## src/fts_pkg.sv

```systemverilog
// Shared types, constants and signature tables for the file type sniffer.
`timescale 1ns / 1ps

package fts_pkg;

    localparam int SigCount  = 16;
    localparam int SigMax    = 8;
    localparam int SigIdxW   = $clog2(SigMax);
    localparam int PosSat    = 9;
    localparam int PosWidth  = $clog2(PosSat + 1);
    localparam int MinLength = 3;

    typedef logic [3:0] class_t;
    typedef logic [PosWidth-1:0] pos_t;

    localparam class_t CLASS_UNKNOWN = 4'd0;
    localparam class_t CLASS_BMP     = 4'd1;
    localparam class_t CLASS_GIF     = 4'd2;
    localparam class_t CLASS_JPEG    = 4'd3;
    localparam class_t CLASS_MIDI    = 4'd4;
    localparam class_t CLASS_MP3     = 4'd5;
    localparam class_t CLASS_MP4     = 4'd6;
    localparam class_t CLASS_OGG     = 4'd7;
    localparam class_t CLASS_PDF     = 4'd8;
    localparam class_t CLASS_PNG     = 4'd9;
    localparam class_t CLASS_TEXT    = 4'd10;
    localparam class_t CLASS_TIFF    = 4'd11;

    // Allowed range of the continuation byte that follows a lead byte.
    localparam logic [2:0] RANGE_80_BF = 3'd0;
    localparam logic [2:0] RANGE_A0_BF = 3'd1;
    localparam logic [2:0] RANGE_80_9F = 3'd2;
    localparam logic [2:0] RANGE_90_BF = 3'd3;
    localparam logic [2:0] RANGE_80_8F = 3'd4;

    typedef struct packed {
        logic       text_valid;
        logic [1:0] cont_due;
        logic [2:0] cont_range;
    } utf8_state_t;

    localparam utf8_state_t UTF8_RESET = '{text_valid: 1'b1, cont_due: 2'd0,
                                           cont_range: RANGE_80_BF};

    localparam logic [7:0] SIG_BYTES [SigCount][SigMax] = '{
        '{8'h42, 8'h4D, 8'h00, 8'h00, 8'h00, 8'h00, 8'h00, 8'h00},
        '{8'h47, 8'h49, 8'h46, 8'h38, 8'h37, 8'h61, 8'h00, 8'h00},
        '{8'h47, 8'h49, 8'h46, 8'h38, 8'h39, 8'h61, 8'h00, 8'h00},
        '{8'hFF, 8'hD8, 8'hFF, 8'h00, 8'h00, 8'h00, 8'h00, 8'h00},
        '{8'h4D, 8'h54, 8'h68, 8'h64, 8'h00, 8'h00, 8'h00, 8'h00},
        '{8'h49, 8'h44, 8'h33, 8'h00, 8'h00, 8'h00, 8'h00, 8'h00},
        '{8'hFF, 8'hFB, 8'h00, 8'h00, 8'h00, 8'h00, 8'h00, 8'h00},
        '{8'h00, 8'h00, 8'h00, 8'h14, 8'h66, 8'h74, 8'h79, 8'h70},
        '{8'h00, 8'h00, 8'h00, 8'h20, 8'h66, 8'h74, 8'h79, 8'h70},
        '{8'h33, 8'h67, 8'h70, 8'h35, 8'h00, 8'h00, 8'h00, 8'h00},
        '{8'h4F, 8'h67, 8'h67, 8'h53, 8'h00, 8'h00, 8'h00, 8'h00},
        '{8'h25, 8'h50, 8'h44, 8'h46, 8'h00, 8'h00, 8'h00, 8'h00},
        '{8'h89, 8'h50, 8'h4E, 8'h47, 8'h0D, 8'h0A, 8'h1A, 8'h0A},
        '{8'hEF, 8'hBB, 8'hBF, 8'h00, 8'h00, 8'h00, 8'h00, 8'h00},
        '{8'h49, 8'h49, 8'h2A, 8'h00, 8'h00, 8'h00, 8'h00, 8'h00},
        '{8'h4D, 8'h4D, 8'h00, 8'h2A, 8'h00, 8'h00, 8'h00, 8'h00}
    };

    localparam pos_t SIG_LEN [SigCount] = '{
        4'd2, 4'd6, 4'd6, 4'd3, 4'd4, 4'd3, 4'd2, 4'd8,
        4'd8, 4'd4, 4'd4, 4'd4, 4'd8, 4'd3, 4'd4, 4'd4
    };

    localparam class_t SIG_CLASS [SigCount] = '{
        CLASS_BMP, CLASS_GIF, CLASS_GIF, CLASS_JPEG,
        CLASS_MIDI, CLASS_MP3, CLASS_MP3, CLASS_MP4,
        CLASS_MP4, CLASS_MP4, CLASS_OGG, CLASS_PDF,
        CLASS_PNG, CLASS_TEXT, CLASS_TIFF, CLASS_TIFF
    };

endpackage

```

## src/fts_sig.sv

```systemverilog
// Magic signature comparison and first-match class selection.
`timescale 1ns / 1ps

module fts_sig (
    input  fts_pkg::pos_t                  pos,
    input  logic [7:0]                     data_byte,
    input  logic [fts_pkg::SigCount-1:0]   alive,
    output logic [fts_pkg::SigCount-1:0]   alive_next,
    output logic                           match_any,
    output fts_pkg::class_t                match_class
);

    always_comb
    begin
        alive_next = alive;
        for (int k = 0; k < fts_pkg::SigCount; k++)
        begin
            if ((pos < fts_pkg::SIG_LEN[k]) &&
                (data_byte != fts_pkg::SIG_BYTES[k][pos[fts_pkg::SigIdxW-1:0]]))
            begin
                alive_next[k] = 1'b0;
            end
        end
    end

    // Walk from the end of the table so the lowest surviving entry wins.
    always_comb
    begin
        match_class = fts_pkg::CLASS_UNKNOWN;
        for (int k = fts_pkg::SigCount - 1; k >= 0; k--)
        begin
            if (alive_next[k])
            begin
                match_class = fts_pkg::SIG_CLASS[k];
            end
        end
    end

    assign match_any = |alive_next;

endmodule

```

## src/fts_utf8.sv

```systemverilog
// One-byte step of the UTF-8 text validator.
`timescale 1ns / 1ps

module fts_utf8 (
    input  logic [7:0]           data_byte,
    input  fts_pkg::utf8_state_t state_cur,
    output fts_pkg::utf8_state_t state_next
);

    logic cont_ok;

    always_comb
    begin
        unique case (state_cur.cont_range)
            fts_pkg::RANGE_A0_BF: cont_ok = (data_byte >= 8'hA0) && (data_byte <= 8'hBF);
            fts_pkg::RANGE_80_9F: cont_ok = (data_byte >= 8'h80) && (data_byte <= 8'h9F);
            fts_pkg::RANGE_90_BF: cont_ok = (data_byte >= 8'h90) && (data_byte <= 8'hBF);
            fts_pkg::RANGE_80_8F: cont_ok = (data_byte >= 8'h80) && (data_byte <= 8'h8F);
            default:              cont_ok = (data_byte >= 8'h80) && (data_byte <= 8'hBF);
        endcase
    end

    always_comb
    begin
        state_next = state_cur;
        if (state_cur.text_valid)
        begin
            if (state_cur.cont_due != 2'd0)
            begin
                if (!cont_ok)
                begin
                    state_next.text_valid = 1'b0;
                end
                state_next.cont_range = fts_pkg::RANGE_80_BF;
                state_next.cont_due   = state_cur.cont_due - 2'd1;
            end
            else
            begin
                priority if (data_byte < 8'h20)
                begin
                    // Only tab, line feed, vertical tab and carriage return pass.
                    if (!((data_byte == 8'h09) || (data_byte == 8'h0A) ||
                          (data_byte == 8'h0B) || (data_byte == 8'h0D)))
                    begin
                        state_next.text_valid = 1'b0;
                    end
                end
                else if (data_byte <= 8'h7F)
                begin
                    state_next.text_valid = 1'b1;
                end
                else if (data_byte < 8'hC2)
                begin
                    state_next.text_valid = 1'b0;
                end
                else if (data_byte <= 8'hDF)
                begin
                    state_next.cont_due   = 2'd1;
                    state_next.cont_range = fts_pkg::RANGE_80_BF;
                end
                else if (data_byte <= 8'hEF)
                begin
                    state_next.cont_due = 2'd2;
                    if (data_byte == 8'hE0)
                    begin
                        state_next.cont_range = fts_pkg::RANGE_A0_BF;
                    end
                    else if (data_byte == 8'hED)
                    begin
                        state_next.cont_range = fts_pkg::RANGE_80_9F;
                    end
                    else
                    begin
                        state_next.cont_range = fts_pkg::RANGE_80_BF;
                    end
                end
                else if (data_byte <= 8'hF4)
                begin
                    state_next.cont_due = 2'd3;
                    if (data_byte == 8'hF0)
                    begin
                        state_next.cont_range = fts_pkg::RANGE_90_BF;
                    end
                    else if (data_byte == 8'hF4)
                    begin
                        state_next.cont_range = fts_pkg::RANGE_80_8F;
                    end
                    else
                    begin
                        state_next.cont_range = fts_pkg::RANGE_80_BF;
                    end
                end
                else
                begin
                    state_next.text_valid = 1'b0;
                end
            end
        end
    end

endmodule

```

## src/file_type_sniffer_unit.sv

```systemverilog
// Usage notes:
// The input channel (in_valid, in_stall, data_byte, is_last) carries one byte of a
// buffer per transaction; is_last marks the final byte. The output channel
// (out_valid, out_stall, file_class) carries one class code per buffer, sent
// after its last byte. Bytes are taken one per cycle while in_stall is low, with
// no gaps needed between buffers. A byte is held in the input register, then
// updates the signature and UTF-8 state; a last byte loads the result register,
// which drives file_class. Throughput is one byte per cycle while in_stall is
// low, set by the single update stage.
// While a result waits under out_stall, bytes that are not last keep flowing;
// only a second last byte is held in the input register, and in_stall rises
// once that register cannot move on.
// Reset clears the position, the signature flags (all alive), the UTF-8 state
// and both valid flags; the state also returns to reset after every result.
`timescale 1ns / 1ps

module file_type_sniffer_unit (
    input  logic                clk,
    input  logic                rst_n,
    input  logic                in_valid,
    output logic                in_stall,
    input  logic [7:0]          data_byte,
    input  logic                is_last,
    output logic                out_valid,
    input  logic                out_stall,
    output fts_pkg::class_t     file_class
);

    logic                         s1_valid_reg;
    logic [7:0]                   s1_byte_reg;
    logic                         s1_last_reg;
    logic                         s1_advance;
    logic                         in_accept;

    fts_pkg::pos_t                pos_reg;
    fts_pkg::pos_t                pos_next;
    logic [fts_pkg::SigCount-1:0] alive_reg;
    logic [fts_pkg::SigCount-1:0] alive_next;
    fts_pkg::utf8_state_t         utf_reg;
    fts_pkg::utf8_state_t         utf_next;

    logic                         match_any;
    fts_pkg::class_t              match_class;
    fts_pkg::class_t              class_next;

    logic                         out_valid_reg;
    fts_pkg::class_t              file_class_reg;

    // A last byte may only move on when the result register is free or draining.
    assign s1_advance = s1_valid_reg && !(s1_last_reg && out_valid_reg && out_stall);
    assign in_stall   = s1_valid_reg && !s1_advance;
    assign in_accept  = in_valid && !in_stall;

    fts_sig u_sig (
        .pos         (pos_reg),
        .data_byte   (s1_byte_reg),
        .alive       (alive_reg),
        .alive_next  (alive_next),
        .match_any   (match_any),
        .match_class (match_class)
    );

    fts_utf8 u_utf8 (
        .data_byte  (s1_byte_reg),
        .state_cur  (utf_reg),
        .state_next (utf_next)
    );

    assign pos_next = (pos_reg < fts_pkg::pos_t'(fts_pkg::PosSat)) ?
                      pos_reg + fts_pkg::pos_t'(1) : pos_reg;

    // The buffer is long enough when this byte brings the count above three.
    always_comb
    begin
        class_next = fts_pkg::CLASS_UNKNOWN;
        if (pos_reg >= fts_pkg::pos_t'(fts_pkg::MinLength))
        begin
            if (match_any)
            begin
                class_next = match_class;
            end
            else if (utf_next.text_valid)
            begin
                class_next = fts_pkg::CLASS_TEXT;
            end
        end
    end

    always_ff @(posedge clk or negedge rst_n)
    begin
        if (!rst_n)
        begin
            s1_valid_reg <= 1'b0;
        end
        else if (in_accept)
        begin
            s1_valid_reg <= 1'b1;
        end
        else if (s1_advance)
        begin
            s1_valid_reg <= 1'b0;
        end
    end

    always_ff @(posedge clk)
    begin
        if (in_accept)
        begin
            s1_byte_reg <= data_byte;
            s1_last_reg <= is_last;
        end
    end

    always_ff @(posedge clk or negedge rst_n)
    begin
        if (!rst_n)
        begin
            pos_reg   <= '0;
            alive_reg <= '1;
            utf_reg   <= fts_pkg::UTF8_RESET;
        end
        else if (s1_advance)
        begin
            if (s1_last_reg)
            begin
                pos_reg   <= '0;
                alive_reg <= '1;
                utf_reg   <= fts_pkg::UTF8_RESET;
            end
            else
            begin
                pos_reg   <= pos_next;
                alive_reg <= alive_next;
                utf_reg   <= utf_next;
            end
        end
    end

    always_ff @(posedge clk or negedge rst_n)
    begin
        if (!rst_n)
        begin
            out_valid_reg <= 1'b0;
        end
        else if (s1_advance && s1_last_reg)
        begin
            out_valid_reg <= 1'b1;
        end
        else if (!out_stall)
        begin
            out_valid_reg <= 1'b0;
        end
    end

    always_ff @(posedge clk)
    begin
        if (s1_advance && s1_last_reg)
        begin
            file_class_reg <= class_next;
        end
    end

    assign out_valid  = out_valid_reg;
    assign file_class = file_class_reg;

endmodule

```

## config.mk

```make
export PLATFORM = sky130hd
export DESIGN_NAME = file_type_sniffer_unit
export DESIGN_NICKNAME = d
export VERILOG_FILES = /design/src/fts_pkg.sv /design/src/fts_sig.sv /design/src/fts_utf8.sv /design/src/file_type_sniffer_unit.sv
export SDC_FILE = /design/constraint.sdc
export NUM_CORES = 1
export LEC_CHECK = 0
export BUFFER_PORTS_ARGS = -buffer_cell sky130_fd_sc_hd__buf_2
export CELL_PAD_IN_SITES_DETAIL_PLACEMENT = 0
export CELL_PAD_IN_SITES_GLOBAL_PLACEMENT = 1
export CORE_UTILIZATION = 48
export DETAILED_ROUTE_END_ITERATION = 6
export PLACE_DENSITY_LB_ADDON = 0.1
export SETUP_SLACK_MARGIN = 0.2
export SYNTH_ARGS = -nofsm -noshare
export SYNTH_HDL_FRONTEND = slang
export SYNTH_SLANG_ARGS = --single-unit
```

## constraint.sdc

```tcl
create_clock -name clk -period 4.47 [get_ports clk]
set_clock_uncertainty 0.1 [all_clocks]
set_input_delay 0.2235 -clock clk [delete_from_list [all_inputs] [get_ports clk]]
set_output_delay 0.2235 -clock clk [all_outputs]
set_load 0.1 [all_outputs]
```

==> summary.md, run 1 <==
| Metric | Value |
|---|---|
| Status | `completed` |
| Mapped Area | `3790 sq um` |
| Vias in the first global route | `3382` |
| Vias | `3560` |
| Setup Buffers After CTS | `0` |
| IO Pins | `19` |
| Die area | `8260 sq um` |
| Comb pwr share | `51.0%` |
| Worst skew pair latency | `0.29 ns` |
| Remaining antenna violation count after routing | `0` |
| Nets | `476` |
| Global routing's busiest layer | `met2` |
| Worst VDD drop | `0.209 mV` |
| # port buffers | `18` |
| Drt pass-1 iters | `5` |
| Post-synth top area share | `11.8%` |
| Slew @ Worst Pin | `1.19 ns` |
| Switch share | `44.2%` |
| Final worst path period need | `3.60 ns` |
| Most frequent cells in the layout | `nand2_1 (38), nor2_1 (31), o21ai_0 (23)` |
| Pin count of the biggest net entering global routing | `31` |
| Hold Buf Count CTS | `5` |
| DRC Markers | `0` |
| PostCTS Resize Cnt | `0` |
| Yosys reg bits | `41` |
| Tot Pwr | `1.64 mW` |
| Setup repair after global routing missed its margin | `no` |
| Syn-to-layout area delta | `5.97%` |
| Max Clk Rate | `278 MHz` |
| Most common cell after layout, fill and taps aside | `nand2_1` |
| Netlist cell types | `78` |
| Detailed router's first-iteration violation count | `317` |
| Part of the power in the clock network | `14.6%` |
| Met1 usage | `39.7%` |
| Initial antenna violation count | `0` |
| Routed WL per cell | `20.7 microns` |
| Relative max-transition margin | `20.8%` |
| Met2 GRT Util | `45.3%` |
| Max Slew Vio Count | `0` |
| TritonCTS clock tree | `done` |
| Filler cell count | `769` |
| Cell count after synthesis | `454` |
| Clk root buf | `clkbuf_8` |
| Gr ovfl total | `0` |
| Main synth FF type | `dfstp_2` |
| Die Width | `90.9 microns` |
| Total GRT Usage | `29.3%` |
| Static Leak | `1.62 nW` |
| DP Area | `3870 sq um` |
| Initial Util | `49.3%` |
| Power per cell area | `408 nW/um^2` |
| Finished Layout Cells | `556` |
| Crit path kind | `reg2reg` |
| Final setup fails | `0` |
| Synth async-reset ratio | `68.3%` |
| Routing usage on met3 | `5.13%` |
| Max Cap Violations | `0` |
| Setup TNS | `0 ns` |
| CTS Buffer Depth | `2` |
| ANT cells | `0` |
| Row cnt | `32` |
| Clk sinks | `41` |
| Core box area | `7690 sq um` |
| Yosys top cell by area | `dfstp_2` |
| DP Wirelength | `8.10 mm` |
| Die Y | `90.9 microns` |
| Yosys warns | `0` |
| Final Hold Fails | `0` |
| Placed Instances | `541` |
| Top post-synthesis cells by area | `dfstp_2 (12%), edfxtp_1 (10%), dfrtp_1 (7.3%)` |
| P_sw | `0.725 mW` |
| Total Routed Length | `11.5 mm` |
| Required @ worst endpoint | `4.42 ns` |
| Routability cong. | `0.935` |
| Worst setup SP type | `flop` |
| Vias/cell | `6.40` |
| Worst Hold Class | `in2reg` |
| Worst-path clk slew | `0.08 ns` |
| Syn nets | `477` |
| H-tree depth | `2` |
| Int Pwr | `0.913 mW` |
| Critical path arrival | `3.55 ns` |
| Avg Inst Size Synth | `8.35 sq um` |
| Sequential power share | `34.4%` |
| Layout cell share with drive strength beyond 1 | `14.8%` |
| Util after Layout | `52.3%` |
| Largest register FFs | `16` |
| Seq/Total Area, Yosys | `29.3%` |
| Worst setup EP type | `flop` |
| Final Cycle Share | `80.5%` |
| Num CTS Buffers | `5` |
| Post-route cell area | `4020 sq um` |
| Post-synth EDFFs | `13` |
| CP max FO | `22` |
| Global-route wire length before repair | `18.7 mm` |
## per-layer routing
| metal | vias to the layer above | wire length, microns |
|---|---|---|
| met3 | 30 | 575 |
| met5 | - | 0 |
| met2 | 118 | 5200 |
| met1 | 1735 | 5250 |
| met4 | 0 | 455 |
| li1 | 1677 | - |
## through the flow
stage | setup WS, ns | hold WS [ns]
after global routing | 0.650 | 0.000305
after global placement | 1.03 | 0.205
after CTS | 0.907 | 0.000860
after detailed placement | 0.910 | 0.206
final | 0.871 | 0.00579
after floorplan | 1.29 | -0.172
## critical path, cell delays in order, from the launching register on
cell and delay [ns]:
dfrtp_1 0.37, buf_4 0.21, inv_1 0.20, ha_1 0.71
and2_1 0.29, a211oi_1 0.08, a2111oi_2 0.30, a32oi_1 0.24
o311a_1 0.17, o41a_1 0.41, o31a_1 0.27
## cells by family (layout without fill, tap and decap cells)
group	count (synthesis)	after routing	synth area share, %
AND/OR/NAND/NOR	179	179	26.3
AO/OA/AOI/OAI	125	125	23.4
buffers and inverters	57	57	7.06
flip-flops	41	41	29.3
XOR/XNOR	27	27	6.24
multiplexers	15	15	4.42
adder cells (fa/ha/maj)	10	10	3.30
## power groups by stage
stage | sequential, mW | clock, mW | combinational, mW
3_5_place_dp | 0.569 | 0 | 0.815
2_1_floorplan | 0.551 | 0 | 0.642
5_1_grt | 0.575 | 0.259 | 0.910
3_3_place_gp | 0.567 | 0 | 0.818
4_1_cts | 0.562 | 0.245 | 0.823
6_report | 0.563 | 0.239 | 0.836
## cell type report
cell class / count / area [sq um] / share of cell area [%]
clock buffer: 6 / 72.6 / 1.81
clock inverter: 2 / 10.0 / 0.249
inverter: 15 / 56.3 / 1.40
multi-input combinational: 356 / 2410 / 60.0
sequential: 41 / 1110 / 27.7
tap: 102 / 128 / 3.18
timing repair buffer: 34 / 228 / 5.67
## path summary, 6_finish.rpt
check / to / cells past startpoint / start / slack, ns
worst max-delay path: file_class[1] / 10 / pos_reg[0] / 0.87
worst min-delay path: s1_byte_reg[6] / 1 / data_byte[6] / 0.006
worst max register to register: file_class[1] / 10 / pos_reg[0] / 0.87
worst min register to register: alive_reg[2] / 2 / alive_reg[2] / 0.39
max in group asynchronous: pos_reg[3] / 2 / rst_n / 3.41
min in group asynchronous: pos_reg[0] / 2 / rst_n / 0.41
## cell usage after synthesis, drive strengths merged, types with 7 or more instances
| master | number |
|---|---|
| o21ai | 27 |
| nand2b | 10 |
| a21oi | 22 |
| and2 | 7 |
| nor3 | 12 |
| edfxtp | 13 |
| or2 | 11 |
| xnor2 | 13 |
| nand3 | 12 |
| nor2b | 8 |
| clkbuf | 13 |
| nand2 | 38 |
| dfstp | 17 |
| xor2 | 14 |
| mux2i | 11 |
| nor2 | 32 |
| dfrtp | 11 |
| o211ai | 10 |
| buf | 29 |
| inv | 14 |
| ha | 10 |
(Power assumes the default switching activity.)
==> inputs of run 2 (changes only) <==
==> constraint.sdc (replaced) <==
create_clock -name clk -period 3.6 [get_ports clk]
set_clock_uncertainty 0.1 [all_clocks]
set_input_delay 0.18 -clock clk [delete_from_list [all_inputs] [get_ports clk]]
set_output_delay 0.18 -clock clk [all_outputs]
set_load 0.1 [all_outputs]
==> summary.md, run 2 (same netlist as run 1, synthesis figures left out) <==
| Metric | Value |
|---|---|
| Initial Util | `49.3%` |
| Vias | `3676` |
| Die Width | `90.9 microns` |
| Remaining antenna violation count after routing | `0` |
| Global-route wire length before repair | `19.0 mm` |
| Relative max-transition margin | `47.7%` |
| Routability cong. | `0.903` |
| Initial antenna violation count | `0` |
| Vias in the first global route | `3433` |
| H-tree depth | `2` |
| Final worst path period need | `3.18 ns` |
| Num CTS Buffers | `5` |
| Row cnt | `32` |
| DP Wirelength | `8.58 mm` |
| Final Hold Fails | `0` |
| Worst skew pair latency | `0.29 ns` |
| Max Slew Vio Count | `0` |
| R2r setup slk | `0.42 ns` |
| Crit path kind | `reg2reg` |
| Total GRT Usage | `29.6%` |
| Placed Instances | `557` |
| CTS Buffer Depth | `2` |
| Die area | `8260 sq um` |
| ANT cells | `0` |
| # port buffers | `18` |
| Syn-to-layout area delta | `10.6%` |
| Crit path from | `pos_reg[1]` |
| Worst VDD drop | `0.303 mV` |
| FF-to-FF Start | `pos_reg[1]` |
| Setup TNS | `0 ns` |
| Filler cell count | `759` |
| Most common cell after layout, fill and taps aside | `nand2_1` |
| Critical path arrival | `3.13 ns` |
| Pin count of the biggest net entering global routing | `30` |
| Nets | `496` |
| Required @ worst endpoint | `3.55 ns` |
| Final setup fails | `0` |
| Power per cell area | `501 nW/um^2` |
| Hold path start | `out_stall` |
| Max Clk Rate | `314 MHz` |
| Die Y | `90.9 microns` |
| Drt pass-1 iters | `5` |
| Status | `completed` |
| Worst-path clk slew | `0.08 ns` |
| Total Routed Length | `11.7 mm` |
| Tot Pwr | `2.10 mW` |
| Worst Hold Class | `in2reg` |
| Vias/cell | `6.38` |
| DRC Markers | `0` |
| IO Pins | `19` |
| Finished Layout Cells | `576` |
| Layout cell share with drive strength beyond 1 | `17.5%` |
| Detailed router's first-iteration violation count | `402` |
| TritonCTS clock tree | `done` |
| Worst setup SP type | `flop` |
| Worst setup EP type | `flop` |
| Most frequent cells in the layout | `nand2_1 (38), nor2_1 (31), buf_4 (24)` |
| Largest register FFs | `16` |
| Gr ovfl total | `0` |
| Slew @ Worst Pin | `0.784 ns` |
| Max Cap Violations | `0` |
| Clk sinks | `41` |
| Clk root buf | `clkbuf_8` |
| CP max FO | `24` |
| Routed WL per cell | `20.3 microns` |
| Static Leak | `1.71 nW` |
| Setup repair after global routing missed its margin | `no` |
| Final Cycle Share | `88.3%` |
| Core box area | `7690 sq um` |
-- run 2: through the flow --
stage                     util [%]  area, sq um  hold WS, ns  setup WS [ns]
after global routing          54.6         4190       0.0140          0.225
after detailed placement      52.0         4000        0.151          0.360
after floorplan                  -         3790       -0.216          0.420
after global placement        52.0         4000        0.151          0.441
after CTS                     54.5         4190     0.000771          0.345
final                         54.6         4190       0.0122          0.420
-- run 2: worst max-delay path, cell delays in order, from the launching register on --
cell     delay [ns]
dfrtp_1        0.36
buf_4          0.29
ha_1           0.32
ha_1           0.31
xnor2_1        0.18
nand4_1        0.15
nor3_1         0.23
o21ai_0        0.15
o311a_1        0.16
o41a_1         0.40
o31a_1         0.27
-- run 2: report_power, final --
group          total, mW  switching, mW  internal [mW]
Combinational       1.14          0.689          0.449
Sequential         0.674         0.0789          0.595
Clock              0.290          0.155          0.135
-- run 2: area by class of cell --
type | instances | area, sq um | share of cell area [%]
inverters | 15 | 56.3 | 1.34
well taps | 102 | 128 | 3.04
flip-flops and latches | 41 | 1110 | 26.5
clock buffers | 7 | 76.3 | 1.82
clock inverters | 1 | 3.75 | 0.0895
repair buffers | 54 | 400 | 9.55
multi-input cells | 356 | 2420 | 57.6
-- run 2: path summary, 6_finish.rpt --
path / cells past startpoint / endpoint
worst min-delay path: 3 / out_valid
worst min register to register: 2 / alive_reg[1]
max in group asynchronous: 2 / pos_reg[3]
min in group asynchronous: 2 / pos_reg[0]
worst max-delay path: 10 / file_class[1]
worst max register to register: 10 / file_class[1]
-- run 2: routing by layer --
metal,vias up,track usage [%],share of wire [%]
li1,1718,-,-
met1,1765,43.5,47
met2,164,42.2,43
met3,29,5.56,7.0
met4,0,12.4,3.2
met5,-,0,0
-- run 2: what timing repair did --
action / in CTS / in global routing
setup buffers: 0 / 0
setup endpoints to repair: 0 / 1
gates resized for setup: 0 / 2
endpoints found under the hold margin: 21 / 0
hold buffers: 11 / 0
